## src/hdl/cstp_pkg.sv

```systemverilog
// Package for the call stack exclusive time profiler.
// Holds field widths, opcode and status codes, and the sequencer state type.
// No dependencies.
package cstp_pkg;

    localparam int NUM_FUNCS_DEF   = 16;
    localparam int STACK_DEPTH_DEF = 64;

    localparam int OPW   = 2;
    localparam int IDW   = 4;
    localparam int TSW   = 32;
    localparam int TOTW  = 40;
    localparam int STW   = 3;
    localparam int FCW   = 5;
    localparam int DELTW = TSW + 1;

    localparam logic [FCW-1:0]  FC_RESET  = 5'd16;
    localparam logic [TOTW-1:0] TOTAL_MAX = '1;
    localparam logic [TSW-1:0]  TIME_MAX  = '1;

    localparam logic [OPW-1:0] OP_START = 2'd0;
    localparam logic [OPW-1:0] OP_END   = 2'd1;

    typedef enum logic [STW-1:0] {
        ST_OK        = 3'd0,
        ST_BAD_ID    = 3'd1,
        ST_OVERFLOW  = 3'd2,
        ST_UNDERFLOW = 3'd3,
        ST_BACKWARDS = 3'd4
    } status_t;

    typedef enum logic {
        SEQ_IDLE = 1'b0,
        SEQ_EXEC = 1'b1
    } seq_state_t;

endpackage

```

## src/hdl/cstp_cell.sv

```systemverilog
// One call stack cell: holds a function id, shifts with its neighbors.
// Depends on cstp_pkg.
module cstp_cell
    import cstp_pkg::*;
(
    input  logic           clk,
    input  logic           push,
    input  logic           pop,
    input  logic [IDW-1:0] from_up,
    input  logic [IDW-1:0] from_down,
    output logic [IDW-1:0] q
);

    logic [IDW-1:0] id_reg;
    logic [IDW-1:0] id_next;

    always_comb
    begin
        id_next = id_reg;
        if (push)
        begin
            id_next = from_up;
        end
        else if (pop)
        begin
            id_next = from_down;
        end
    end

    always_ff @(posedge clk)
    begin
        id_reg <= id_next;
    end

    assign q = id_reg;

endmodule

```

## src/hdl/cstp_totals.sv

```systemverilog
// Per-function exclusive time totals: one memory, registered read,
// valid bits so unwritten entries read as zero. Depends on cstp_pkg.
module cstp_totals
    import cstp_pkg::*;
#(
    parameter int NUM_FUNCS = NUM_FUNCS_DEF
)
(
    input  logic                         clk,
    input  logic                         rst_n,
    input  logic                         rd_en,
    input  logic [$clog2(NUM_FUNCS)-1:0] rd_addr,
    output logic [TOTW-1:0]              rd_data,
    input  logic                         wr_en,
    input  logic [$clog2(NUM_FUNCS)-1:0] wr_addr,
    input  logic [TOTW-1:0]              wr_data
);

    logic [TOTW-1:0]      mem [NUM_FUNCS];
    logic [NUM_FUNCS-1:0] vld_reg;
    logic [TOTW-1:0]      rd_raw_reg;
    logic                 rd_hit_reg;

    always_ff @(posedge clk)
    begin
        if (wr_en)
        begin
            mem[wr_addr] <= wr_data;
        end
        if (rd_en)
        begin
            rd_raw_reg <= mem[rd_addr];
        end
    end

    always_ff @(posedge clk or negedge rst_n)
    begin
        if (!rst_n)
        begin
            vld_reg    <= '0;
            rd_hit_reg <= 1'b0;
        end
        else
        begin
            if (wr_en)
            begin
                vld_reg[wr_addr] <= 1'b1;
            end
            if (rd_en)
            begin
                rd_hit_reg <= vld_reg[rd_addr];
            end
        end
    end

    assign rd_data = rd_hit_reg ? rd_raw_reg : '0;

endmodule

```

## src/hdl/call_stack_exclusive_time_profiler.sv

```systemverilog
// Call stack exclusive time profiler: top level.
// Each request runs in two phases: decode and stack shift on accept, then, once
// the output register is free, saturating update of the totals memory. A new
// request is taken only after the previous one has left the update phase.
// Reset: asynchronous, active low; empties the stack, zeroes time mark and
// all totals (valid bits), function_count returns to 16. Uses cstp_pkg.
module call_stack_exclusive_time_profiler
    import cstp_pkg::*;
#(
    parameter int NUM_FUNCS   = NUM_FUNCS_DEF,
    parameter int STACK_DEPTH = STACK_DEPTH_DEF
)
(
    input  logic           clk,
    input  logic           rst_n,
    // configuration: function_count
    input  logic           cfg_we,
    input  logic [FCW-1:0] cfg_wdata,
    // request stream
    input  logic           s_tvalid,
    output logic           s_tready,
    input  logic [39:0]    s_tdata,   // opcode[1:0], func_id[5:2], timestamp[37:6], zero pad
    // result stream
    output logic           m_tvalid,
    input  logic           m_tready,
    output logic [47:0]    m_tdata    // credited_id[3:0], total_time[43:4], status[46:44], pad
);

    localparam int FW = (NUM_FUNCS > 1) ? $clog2(NUM_FUNCS) : 1;
    localparam int LW = $clog2(STACK_DEPTH + 1);
    localparam logic [LW-1:0] LVL_FULL = LW'(STACK_DEPTH);

    // ---------------- request fields ----------------
    logic [OPW-1:0] in_op;
    logic [IDW-1:0] in_id;
    logic [TSW-1:0] in_ts;

    assign in_op = s_tdata[1:0];
    assign in_id = s_tdata[5:2];
    assign in_ts = s_tdata[37:6];

    // ---------------- state ----------------
    seq_state_t      state_reg, state_next;
    logic [FCW-1:0]  fcount_reg;
    logic [LW-1:0]   level_reg, level_next;
    logic [TSW-1:0]  mark_reg, mark_next;

    // item registers between the two phases
    logic [IDW-1:0]   tgt_reg, tgt_next;
    status_t          status_reg, status_next;
    logic             credit_reg, credit_next;
    logic [DELTW-1:0] delta_reg, delta_next;
    logic             hide_reg, hide_next;     // report a zero total

    // output register
    logic             out_valid_reg, out_valid_next;
    logic [47:0]      out_data_reg, out_data_next;

    // ---------------- stack chain ----------------
    logic                 push, pop;
    logic [IDW-1:0]       stk_q [STACK_DEPTH];
    logic [IDW-1:0]       top_id;

    assign top_id = stk_q[0];

    // Cell 0 is the top of stack; a push shifts everything down one cell,
    // a pop shifts it up.
    for (genvar i = 0; i < STACK_DEPTH; i++)
    begin : g_cell
        logic [IDW-1:0] up_d;
        logic [IDW-1:0] down_d;
        if (i == 0)
        begin : g_first
            assign up_d = in_id;
        end
        else
        begin : g_mid_up
            assign up_d = stk_q[i-1];
        end
        if (i == STACK_DEPTH - 1)
        begin : g_last
            assign down_d = '0;
        end
        else
        begin : g_mid_down
            assign down_d = stk_q[i+1];
        end
        cstp_cell u_cell (
            .clk       (clk),
            .push      (push),
            .pop       (pop),
            .from_up   (up_d),
            .from_down (down_d),
            .q         (stk_q[i])
        );
    end

    // ---------------- totals memory ----------------
    logic            rd_en;
    logic [FW-1:0]   rd_addr;
    logic [TOTW-1:0] rd_data;
    logic            wr_en;
    logic [FW-1:0]   wr_addr;
    logic [TOTW-1:0] wr_data;
    logic [IDW+FW-1:0] tgt_ext_c;
    logic [IDW+FW-1:0] tgt_ext_r;

    assign tgt_ext_c = {{FW{1'b0}}, tgt_next};
    assign tgt_ext_r = {{FW{1'b0}}, tgt_reg};
    assign rd_addr   = tgt_ext_c[FW-1:0];
    assign wr_addr   = tgt_ext_r[FW-1:0];

    cstp_totals #(
        .NUM_FUNCS (NUM_FUNCS)
    ) u_totals (
        .clk     (clk),
        .rst_n   (rst_n),
        .rd_en   (rd_en),
        .rd_addr (rd_addr),
        .rd_data (rd_data),
        .wr_en   (wr_en),
        .wr_addr (wr_addr),
        .wr_data (wr_data)
    );

    // ---------------- decode ----------------
    logic            id_ok;
    logic            top_ok;
    logic            ts_back;
    logic            accept;
    logic            out_free;
    logic [TOTW:0]   sum;
    logic [TOTW-1:0] new_total;

    // id must be below both the programmed count and the table size
    assign id_ok   = ({1'b0, in_id} < fcount_reg) && (32'(in_id) < NUM_FUNCS);
    // the running function may have dropped out of range since it was pushed
    assign top_ok  = ({1'b0, top_id} < fcount_reg) && (32'(top_id) < NUM_FUNCS);
    assign ts_back = in_ts < mark_reg;
    assign accept  = s_tvalid && s_tready;
    assign out_free = !out_valid_reg || m_tready;

    // saturating credit of the fetched total
    assign sum       = {1'b0, rd_data} + (TOTW+1)'(delta_reg);
    assign new_total = sum[TOTW] ? TOTAL_MAX : sum[TOTW-1:0];

    always_comb
    begin
        state_next     = state_reg;
        level_next     = level_reg;
        mark_next      = mark_reg;
        tgt_next       = in_id;
        status_next    = status_reg;
        credit_next    = credit_reg;
        delta_next     = delta_reg;
        hide_next      = hide_reg;
        out_valid_next = out_valid_reg && !m_tready;
        out_data_next  = out_data_reg;
        push           = 1'b0;
        pop            = 1'b0;
        rd_en          = 1'b0;
        wr_en          = 1'b0;
        wr_data        = new_total;
        s_tready       = 1'b0;

        case (state_reg)
            SEQ_IDLE:
            begin
                s_tready = 1'b1;
                if (accept)
                begin
                    // decode picks the target, checks errors and shifts the stack
                    state_next  = SEQ_EXEC;
                    rd_en       = 1'b1;
                    credit_next = 1'b0;
                    status_next = ST_OK;
                    hide_next   = !id_ok;
                    delta_next  = {1'b0, in_ts} - {1'b0, mark_reg};
                    if (!id_ok)
                    begin
                        status_next = ST_BAD_ID;
                    end
                    else if (in_op == OP_START)
                    begin
                        if (level_reg >= LVL_FULL)
                        begin
                            status_next = ST_OVERFLOW;
                        end
                        else if (ts_back)
                        begin
                            status_next = ST_BACKWARDS;
                        end
                        else
                        begin
                            push       = 1'b1;
                            level_next = level_reg + 1'b1;
                            mark_next  = in_ts;
                            if (level_reg != '0)
                            begin
                                // running function gets ts - mark; an out-of-range
                                // caller is still credited but reads back as zero
                                tgt_next    = top_id;
                                credit_next = 1'b1;
                                hide_next   = !top_ok;
                            end
                        end
                    end
                    else if (in_op == OP_END)
                    begin
                        if (level_reg == '0)
                        begin
                            status_next = ST_UNDERFLOW;
                        end
                        else if (ts_back)
                        begin
                            status_next = ST_BACKWARDS;
                        end
                        else
                        begin
                            // popped function gets ts - mark + 1
                            pop         = 1'b1;
                            level_next  = level_reg - 1'b1;
                            tgt_next    = top_id;
                            credit_next = 1'b1;
                            delta_next  = {1'b0, in_ts} - {1'b0, mark_reg} + 1'b1;
                            mark_next   = (in_ts == TIME_MAX) ? TIME_MAX : in_ts + 1'b1;
                        end
                    end
                end
            end
            SEQ_EXEC:
            begin
                tgt_next = tgt_reg;
                if (out_free)
                begin
                    state_next     = SEQ_IDLE;
                    wr_en          = credit_reg;
                    out_valid_next = 1'b1;
                    out_data_next  = '0;
                    out_data_next[3:0]   = tgt_reg;
                    out_data_next[46:44] = status_reg;
                    if (hide_reg)
                    begin
                        out_data_next[43:4] = '0;
                    end
                    else if (credit_reg)
                    begin
                        out_data_next[43:4] = new_total;
                    end
                    else
                    begin
                        out_data_next[43:4] = rd_data;
                    end
                end
            end
            default:
            begin
                state_next = SEQ_IDLE;
            end
        endcase
    end

    always_ff @(posedge clk or negedge rst_n)
    begin
        if (!rst_n)
        begin
            state_reg     <= SEQ_IDLE;
            fcount_reg    <= FC_RESET;
            level_reg     <= '0;
            mark_reg      <= '0;
            out_valid_reg <= 1'b0;
        end
        else
        begin
            state_reg     <= state_next;
            level_reg     <= level_next;
            mark_reg      <= mark_next;
            out_valid_reg <= out_valid_next;
            if (cfg_we)
            begin
                fcount_reg <= cfg_wdata;
            end
        end
    end

    always_ff @(posedge clk)
    begin
        tgt_reg      <= tgt_next;
        status_reg   <= status_next;
        credit_reg   <= credit_next;
        delta_reg    <= delta_next;
        hide_reg     <= hide_next;
        out_data_reg <= out_data_next;
    end

    assign m_tvalid = out_valid_reg;
    assign m_tdata  = out_data_reg;

`ifndef SYNTH
    // stack level never passes the stack depth
    a_level_bound: assert property (@(posedge clk) disable iff (!rst_n)
        level_reg <= LVL_FULL)
        else $error("stack level beyond depth");

    // an accepted request is always followed by the update phase
    a_accept_exec: assert property (@(posedge clk) disable iff (!rst_n)
        accept |=> state_reg == SEQ_EXEC)
        else $error("request accepted without update phase");

    // bad ids never report a total
    a_bad_zero: assert property (@(posedge clk) disable iff (!rst_n)
        (m_tvalid && m_tdata[46:44] == ST_BAD_ID) |-> m_tdata[43:4] == '0)
        else $error("bad id with nonzero total");

    // the stack only moves on an accepted request
    a_stack_move: assert property (@(posedge clk) disable iff (!rst_n)
        (push || pop) |-> accept)
        else $error("stack shifted without a request");
`endif

endmodule

```

## config.mk

```make
export PLATFORM = sky130hd
export DESIGN_NAME = call_stack_exclusive_time_profiler
export DESIGN_NICKNAME = d
export VERILOG_FILES = /design/src/hdl/cstp_pkg.sv /design/src/hdl/cstp_cell.sv /design/src/hdl/cstp_totals.sv /design/src/hdl/call_stack_exclusive_time_profiler.sv
export SDC_FILE = /design/constraint.sdc
export NUM_CORES = 2
export LEC_CHECK = 0
export ABC_CLOCK_PERIOD_IN_PS = 17850
export BUFFER_PORTS_ARGS = -buffer_cell sky130_fd_sc_hd__buf_2
export CAP_MARGIN = 15
export CORE_MARGIN = 2
export CORE_UTILIZATION = 36
export DETAILED_ROUTE_END_ITERATION = 7
export PLACE_DENSITY = 0.52
export SKIP_CTS_REPAIR_TIMING = 1
export SLEW_MARGIN = 10
export SYNTH_ARGS = -nofsm -noshare
export SYNTH_HDL_FRONTEND = slang
export SYNTH_HIERARCHICAL = 1
export SYNTH_SLANG_ARGS = --single-unit
```

## constraint.sdc

```tcl
create_clock -name clk -period 17.85 [get_ports clk]
set_input_delay 1.785 -clock clk [delete_from_list [all_inputs] [get_ports clk]]
set_output_delay 1.785 -clock clk [all_outputs]
set_load 0.005 [all_outputs]
```

* Word-level counts from Yosys, hierarchy flattened
Memories as Yosys holds them, arrays and structs flattened. A register that Yosys moved wholly into a read port is not among the register bits.
Cells that the tools add are included.
** Storage, ports and cells
- Memories kept :: 1
- Input port bits :: 50
- Bits in writable memories :: 640
- Logic and storage cells :: 316
- Bits in registers :: 408
- Output and inout port bits :: 50
** Cells by class
- Equality and inequality tests :: 6
- Mux-type cells :: 200
- $lt $le $gt $ge :: 7
- Reductions and logical operators :: 16
- Add/subtract/negate cells :: 6
- Bitwise operators :: 2
** Memories
- u_totals.mem :: words 16, width 40, rd ports 1, clocked after Yosys merged registers in 1, wr ports 1, line cstp_totals.sv:19 : logic [TOTW-1:0] mem [NUM_FUNCS];
** Operator list (count)
- 4-bit 2-to-1 mux :: 137
- 32-bit 2-to-1 mux :: 7
- 33-bit 2-to-1 mux :: 5
- 40-bit 2-to-1 mux :: 3
- 7-bit 2-to-1 mux :: 6
- 40-bit by 33-bit adder with 41-bit output :: 1
- 33-bit by 1-bit adder with 33-bit output (second input constant) :: 1
- 1-bit 2-to-1 mux :: 33
- 32-bit by 32-bit subtractor with 33-bit output :: 1
- 32-bit by 1-bit adder with 32-bit output (second input constant) :: 1
- 32-bit == test (second input constant) :: 1
- 32-bit < comparator :: 1
- 16-bit OR :: 1
- 3-bit 2-to-1 mux :: 5
- 4-bit by 5-bit < comparator with 1-bit output :: 2
- 4-bit by 5-bit < comparator with 1-bit output (second input constant) :: 2
- 4-bit case mux with 2 select lines :: 1
- 8-bit AND reduction :: 1
- 7-bit by 1-bit adder with 7-bit output (second input constant) :: 1
- 7-bit greater-or-equal comparator (second input constant) :: 1
- 7-bit zero test :: 1
- 7-bit nonzero test :: 1
- 7-bit by 1-bit subtractor with 7-bit output (second input constant) :: 1
- 2-bit inequality test (second input constant) :: 3
- 13 further kinds :: 20

* Longest topological paths before layout
- Depth in word-level cells :: 10
- Depth in mapped cells :: 19
- Depth with buffers taken out :: 16

* Modules after synthesis
The synthesis kept the hierarchy.
** Modules (own cells, without submodules)
- cstp_totals :: instances 1, area an instance 26210.1 um^2, sequential area each 20845.0 um^2, cells an instance 1034
- call_stack_exclusive_time_profiler :: instances 1, area an instance 11131.9 um^2, sequential area each 3784.9 um^2, cells an instance 1260
- cstp_cell :: instances 64, area an instance 171.4 um^2, sequential area each 120.1 um^2, cells an instance 9

* Worst setup path before layout
Ideal clock, no wire load.
- Path kind :: input to register
- Start point :: input port s_tvalid
- End point :: register g_cell[0].u_cell.id_reg[0] (data pin)
- Data required time :: 17.640 ns
- Stages on the path :: 4
- Arrival time :: 18.846 ns
- Library setup time :: 0.210 ns
- Slack :: -1.207 ns
- Path buffers :: 0
- Cell sequence :: nor2b_1 -> nand2_1 -> nor2_1 -> mux2_2
** On the way
- Longest elaborated chain between the ends :: 4
** RTL lines
- start, declared :: line call_stack_exclusive_time_profiler.sv:20 : input logic s_tvalid,
- 1-bit logical AND :: line call_stack_exclusive_time_profiler.sv:140 : assign accept = s_tvalid && s_tready;
- 1-bit 2-to-1 mux :: line call_stack_exclusive_time_profiler.sv:170 : if (accept)
- 1-bit 2-to-1 mux :: line call_stack_exclusive_time_profiler.sv:166 : case (state_reg)
- net push :: line call_stack_exclusive_time_profiler.sv:60 : logic push, pop;
- 4-bit 2-to-1 mux :: line cstp_cell.sv:20 : if (push)
- net g_cell[0].u_cell.id_next[0] :: line cstp_cell.sv:15 : logic [IDW-1:0] id_next;
- end signal, assigned :: line cstp_cell.sv:32 : id_reg <= id_next;
- end, declared :: line cstp_cell.sv:14 : logic [IDW-1:0] id_reg;
The timed path passes the listed nets, and every way through them passes these cells.
A chain may end at the register's enable or synchronous reset.

* Final worst setup path
- Start point :: input port s_tdata[24]
- End point :: register u_totals.rd_raw_reg[31] (read register of u_totals.mem) (data pin)
** On the way
- Longest elaborated chain between the ends :: 8
- Elaborated cells between the ends (all ways) :: 10
- Classes of those cells :: 1 x order compare; 9 x mux
** RTL lines
- start, declared :: line call_stack_exclusive_time_profiler.sv:22 : input logic [39:0] s_tdata,
- 32-bit < comparator (*) :: line call_stack_exclusive_time_profiler.sv:139 : assign ts_back = in_ts < mark_reg;
- 4-bit 2-to-1 mux :: line call_stack_exclusive_time_profiler.sv:214 : else if (ts_back)
- 4-bit 2-to-1 mux :: line call_stack_exclusive_time_profiler.sv:210 : if (level_reg == '0)
- 4-bit 2-to-1 mux :: line call_stack_exclusive_time_profiler.sv:208 : else if (in_op == OP_END)
- 4-bit 2-to-1 mux (*) :: line call_stack_exclusive_time_profiler.sv:183 : else if (in_op == OP_START)
- 4-bit 2-to-1 mux (*) :: line call_stack_exclusive_time_profiler.sv:179 : if (!id_ok)
- 4-bit 2-to-1 mux (*) :: line call_stack_exclusive_time_profiler.sv:170
- 4-bit case mux with 2 select lines (*) :: line call_stack_exclusive_time_profiler.sv:166
- net rd_addr[1] :: line call_stack_exclusive_time_profiler.sv:100 : logic [FW-1:0] rd_addr;
- end, declared :: line cstp_totals.sv:21 : logic [TOTW-1:0] rd_raw_reg;
The timed path passes the listed nets; every way through them passes the cells marked *.

==> results.yml <==
drt:
  ant_nets: 0
  initialDrtViolationCount: 2207
  avgViaCountPerCell: 5.34
  route.detailed.drc: 0
  drt-total-wl_um: 115000
  dr_total_vias: 26100
  dr.pass1.iters: 6
  avgRoutedWirePerCell_um: 23.6
flow_run:
  maxCapViolCount: 0
setup_path:
  cp_data_arrival_time_ns: 8.03
  reg2reg_to: "u_totals/rd_raw_reg[31]$_DFFE_PP_"
  rr_startpoint: "mark_reg[18]$_DFFE_PN0P_"
  worstSetupPathType: "input pin to flop"
  critPathLaunchType: "input pin"
  crit_cells: 17
  required_ns: 18.29
  critPathMaxStageDelay_ns: 0.93
  crit_path_end_kind: "flop"
  cp_slowest_cell: "buf_4"
  crit_path_frequent_cell: "buf_4"
  critPathBufInv: 5
  startpoint: "s_tdata[24]"
  r2r_cells: 17
  r2r_slack_ns: 11.11
  crit_family: "buffers and inverters"
  crit_path_end: "u_totals/rd_raw_reg[31]$_DFFE_PP_"
  critPathMaxFanout: 70
  cp_cell_sequence: "buf_2 -> ha_1 -> a21oi_1 -> o21ai_1 -> or3_1 -> o21ai_1 -> a211oi_2 -> buf_4 -> and2_1 -> nand2_1 -> mux2i_1 -> o21ai_4 -> buf_4 -> buf_4 -> buf_4 -> mux4_2 -> mux4_2"
final_layout:
  drive_gt1_share_pct: 29.6
  largest_register: "u_totals/mem"
  final_common_cell: "edfxtp_1"
  final_cell_mix: "edfxtp_1, mux2_2, mux4_2, nand2_1, clkbuf_16"
  largest_reg_flops: 640
  fillers: 11900
  area_delta_synth_final_pct: 13.8
  antenna_cells: 0
  multi_input_area_sq_um: 15500
  nNetsFinal: 3152
  ff_latch_area_sq_um: 32300
global_route:
  antenna_found_initial: 8
  grt_pass1_vias: 27200
  overflow: 0
  grt_max_degree: 209
  grt_pass1_wl_um: 173000
  track_usage_pct: 16.8
power_and_ir_drop:
  power_frac_seq_pct: 40.5
  power_leakage_nw: 18.4
  combPwrFrac_pct: 33.8
  intPower_w: 0.00647
  total_power_w: 0.00964
  power.share.switching_pct: 32.9
  switchingPower_w: 0.00317
  vdd_drop_max_v: 0.000164
  p_clk_share_pct: 25.7
  p_per_area_nw_per_um2: 175
floorplanning:
  fp-row-count: 134
  die_h_um: 370
  die_area_sq_um: 137000
  initial_core_util_pct: 36.2
  die_w_um: 370
  core_area_sq_um: 133000
  io_pins: 100
sta:
  worstMarginPinSlew_ns: 1.13
  fin_crit_ns: 7.59
  max_freq_mhz: 132
  slew_headroom_pct: 24.3
  fin_hold_ws_ns: 0.426
  final_hold_viol_count: 0
  slew_violations: 0
  finalClockSkew_ns: 0.0291
  setup_viol: 0
  rsz0062_at_grt: "false"
  post-route-period-util_pct: 42.5
  tns_ns: 0
clocking:
  clockRootBuffer: "clkbuf_16"
  cts_tree: "built"
  cts_buffer_depth: 3
  cts_buffers: 114
  clk_latency_ns: 0.72
  clock-sinks: 1088
  clk_pin_slew_ns: 0.06
  cts_max_level: 3
logic_synthesis:
  syn-mean-instance-area_sq_um: 16.8
  synthFlopType: "edfxtp_1"
  synth_warnings: 6
  ys_ff_latch: 1088
  synth_top_cell_by_area: "edfxtp_1"
  synth_edf_count: 1021
  syn-instance-count: 2870
  synth_top_area_share_pct: 63.5
  yosys.cell_types.count: 91
  async_reset_ff_share_pct: 5.79
  ys_seq_area_share_pct: 66.9
  post_synth_instance_area_sq_um: 48300
  synth_area_leaders: "edfxtp_1, mux4_2, mux2_2"
place:
  gp_congestion: 0.878
  numPortBuffers: 96
  dpl.hpwl_um: 66200
outcome:
  outcome: "finished clean"
hold_path:
  hold_class: "flop to flop"
## worst reg2reg max path, cell delays in order (launching register included)
cell and delay [ns]:
dfrtp_1 0.36, inv_1 0.08, ha_1 0.31, a21oi_1 0.33, o21ai_1 0.23, or3_1 0.39, o21ai_1 0.27, a211oi_2 0.11
buf_4 0.21, and2_1 0.16, nand2_1 0.24, mux2i_1 0.17, o21ai_4 0.15, buf_4 0.44, buf_4 0.93, buf_4 1.02
mux4_2 0.57, mux4_2 0.48
## synth_stat cells (16+ instances only)
master / number
a21o_1: 43
nor3_1: 32
nand2_1: 123
mux4_2: 204
nor2b_1: 22
nand3_1: 49
edfxtp_1: 1021
clkbuf_1: 68
mux2_2: 263
o21ai_0: 54
nor2_1: 124
mux2i_1: 16
xor2_1: 55
a21oi_1: 74
xnor2_1: 58
inv_1: 60
a311oi_1: 32
dfrtp_1: 62
buf_2: 19
a22oi_1: 29
or2_2: 83
ha_1: 79
and2_1: 56
and3_1: 29
## worst min path at each step
| stage | from | end | slack, ns | depth (start not counted) |
|---|---|---|---|---|
| final | status_reg[0]$_SDFFCE_PP1P_ | m_tdata[44]$_DFFE_PP_ | 0.43 | 0 |
| after global routing | status_reg[0]$_SDFFCE_PP1P_ | m_tdata[44]$_DFFE_PP_ | 0.44 | 0 |
| after CTS | status_reg[1]$_SDFFCE_PP0P_ | m_tdata[45]$_DFFE_PP_ | 0.43 | 0 |
| after detailed placement | status_reg[0]$_SDFFCE_PP1P_ | m_tdata[44]$_DFFE_PP_ | 0.41 | 0 |
| after global placement | status_reg[0]$_SDFFCE_PP1P_ | m_tdata[44]$_DFFE_PP_ | 0.41 | 0 |
| after floorplan | status_reg[0]$_SDFFCE_PP1P_ | m_tdata[44]$_DFFE_PP_ | 0.40 | 0 |
## power by group through the flow
| stage | combinational [W] | clock (W) | sequential (W) |
|---|---|---|---|
| 6_report | 0.00326 | 0.00248 | 0.00391 |
| 5_1_grt | 0.00358 | 0.00264 | 0.00394 |
| 4_1_cts | 0.00328 | 0.00254 | 0.00391 |
| 3_5_place_dp | 0.00326 | 0 | 0.00396 |
| 3_3_place_gp | 0.00316 | 0 | 0.00395 |
| 2_1_floorplan | 0.00235 | 0 | 0.00388 |
## layout make-up
| cell class | instances | share of cell area (%) |
|---|---|---|
| clock buffer | 133 | 5.40 |
| clock inverter | 81 | 1.74 |
| inverter | 60 | 0.410 |
| multi-input combinational | 1618 | 28.1 |
| sequential | 1088 | 58.8 |
| tap | 1768 | 4.02 |
| timing repair buffer | 138 | 1.52 |
## kinds of logic (layout without fill, tap and decap cells)
logic type | after synthesis | count (layout) | synth area share, %
fa+ha+maj | 82 | 82 | 2.17
xor+xnor | 113 | 113 | 2.05
compound gates | 342 | 342 | 4.96
mux | 483 | 483 | 16.0
flops | 1088 | 1088 | 66.9
other cells | 1 | 5 | 0.00776
buf+inv | 168 | 412 | 1.53
simple gates | 593 | 593 | 6.42
## layer usage
layer | global-route usage, % | vias up | share of wire (%)
li1 | - | 11700 | -
met1 | 22.9 | 13600 | 45
met2 | 28.0 | 614 | 49
met3 | 2.10 | 155 | 4.5
met4 | 4.97 | 2 | 2.2
met5 | 0 | - | 0.011
## per-stage QoR
step           util [%]  std cells  setup slack (ns)  cell area, sq um
2_1_floorplan         -       2874              3.80             48300
3_3_place_gp       38.3       4670              9.60             51000
3_5_place_dp       38.3       4670              9.53             51000
4_1_cts            41.2       4884             10.31             54900
5_1_grt            41.2       4886              9.95             55000
6_report           41.2       4886             10.26             55000
No activity file was read; power rests on OpenSTA's default activity.
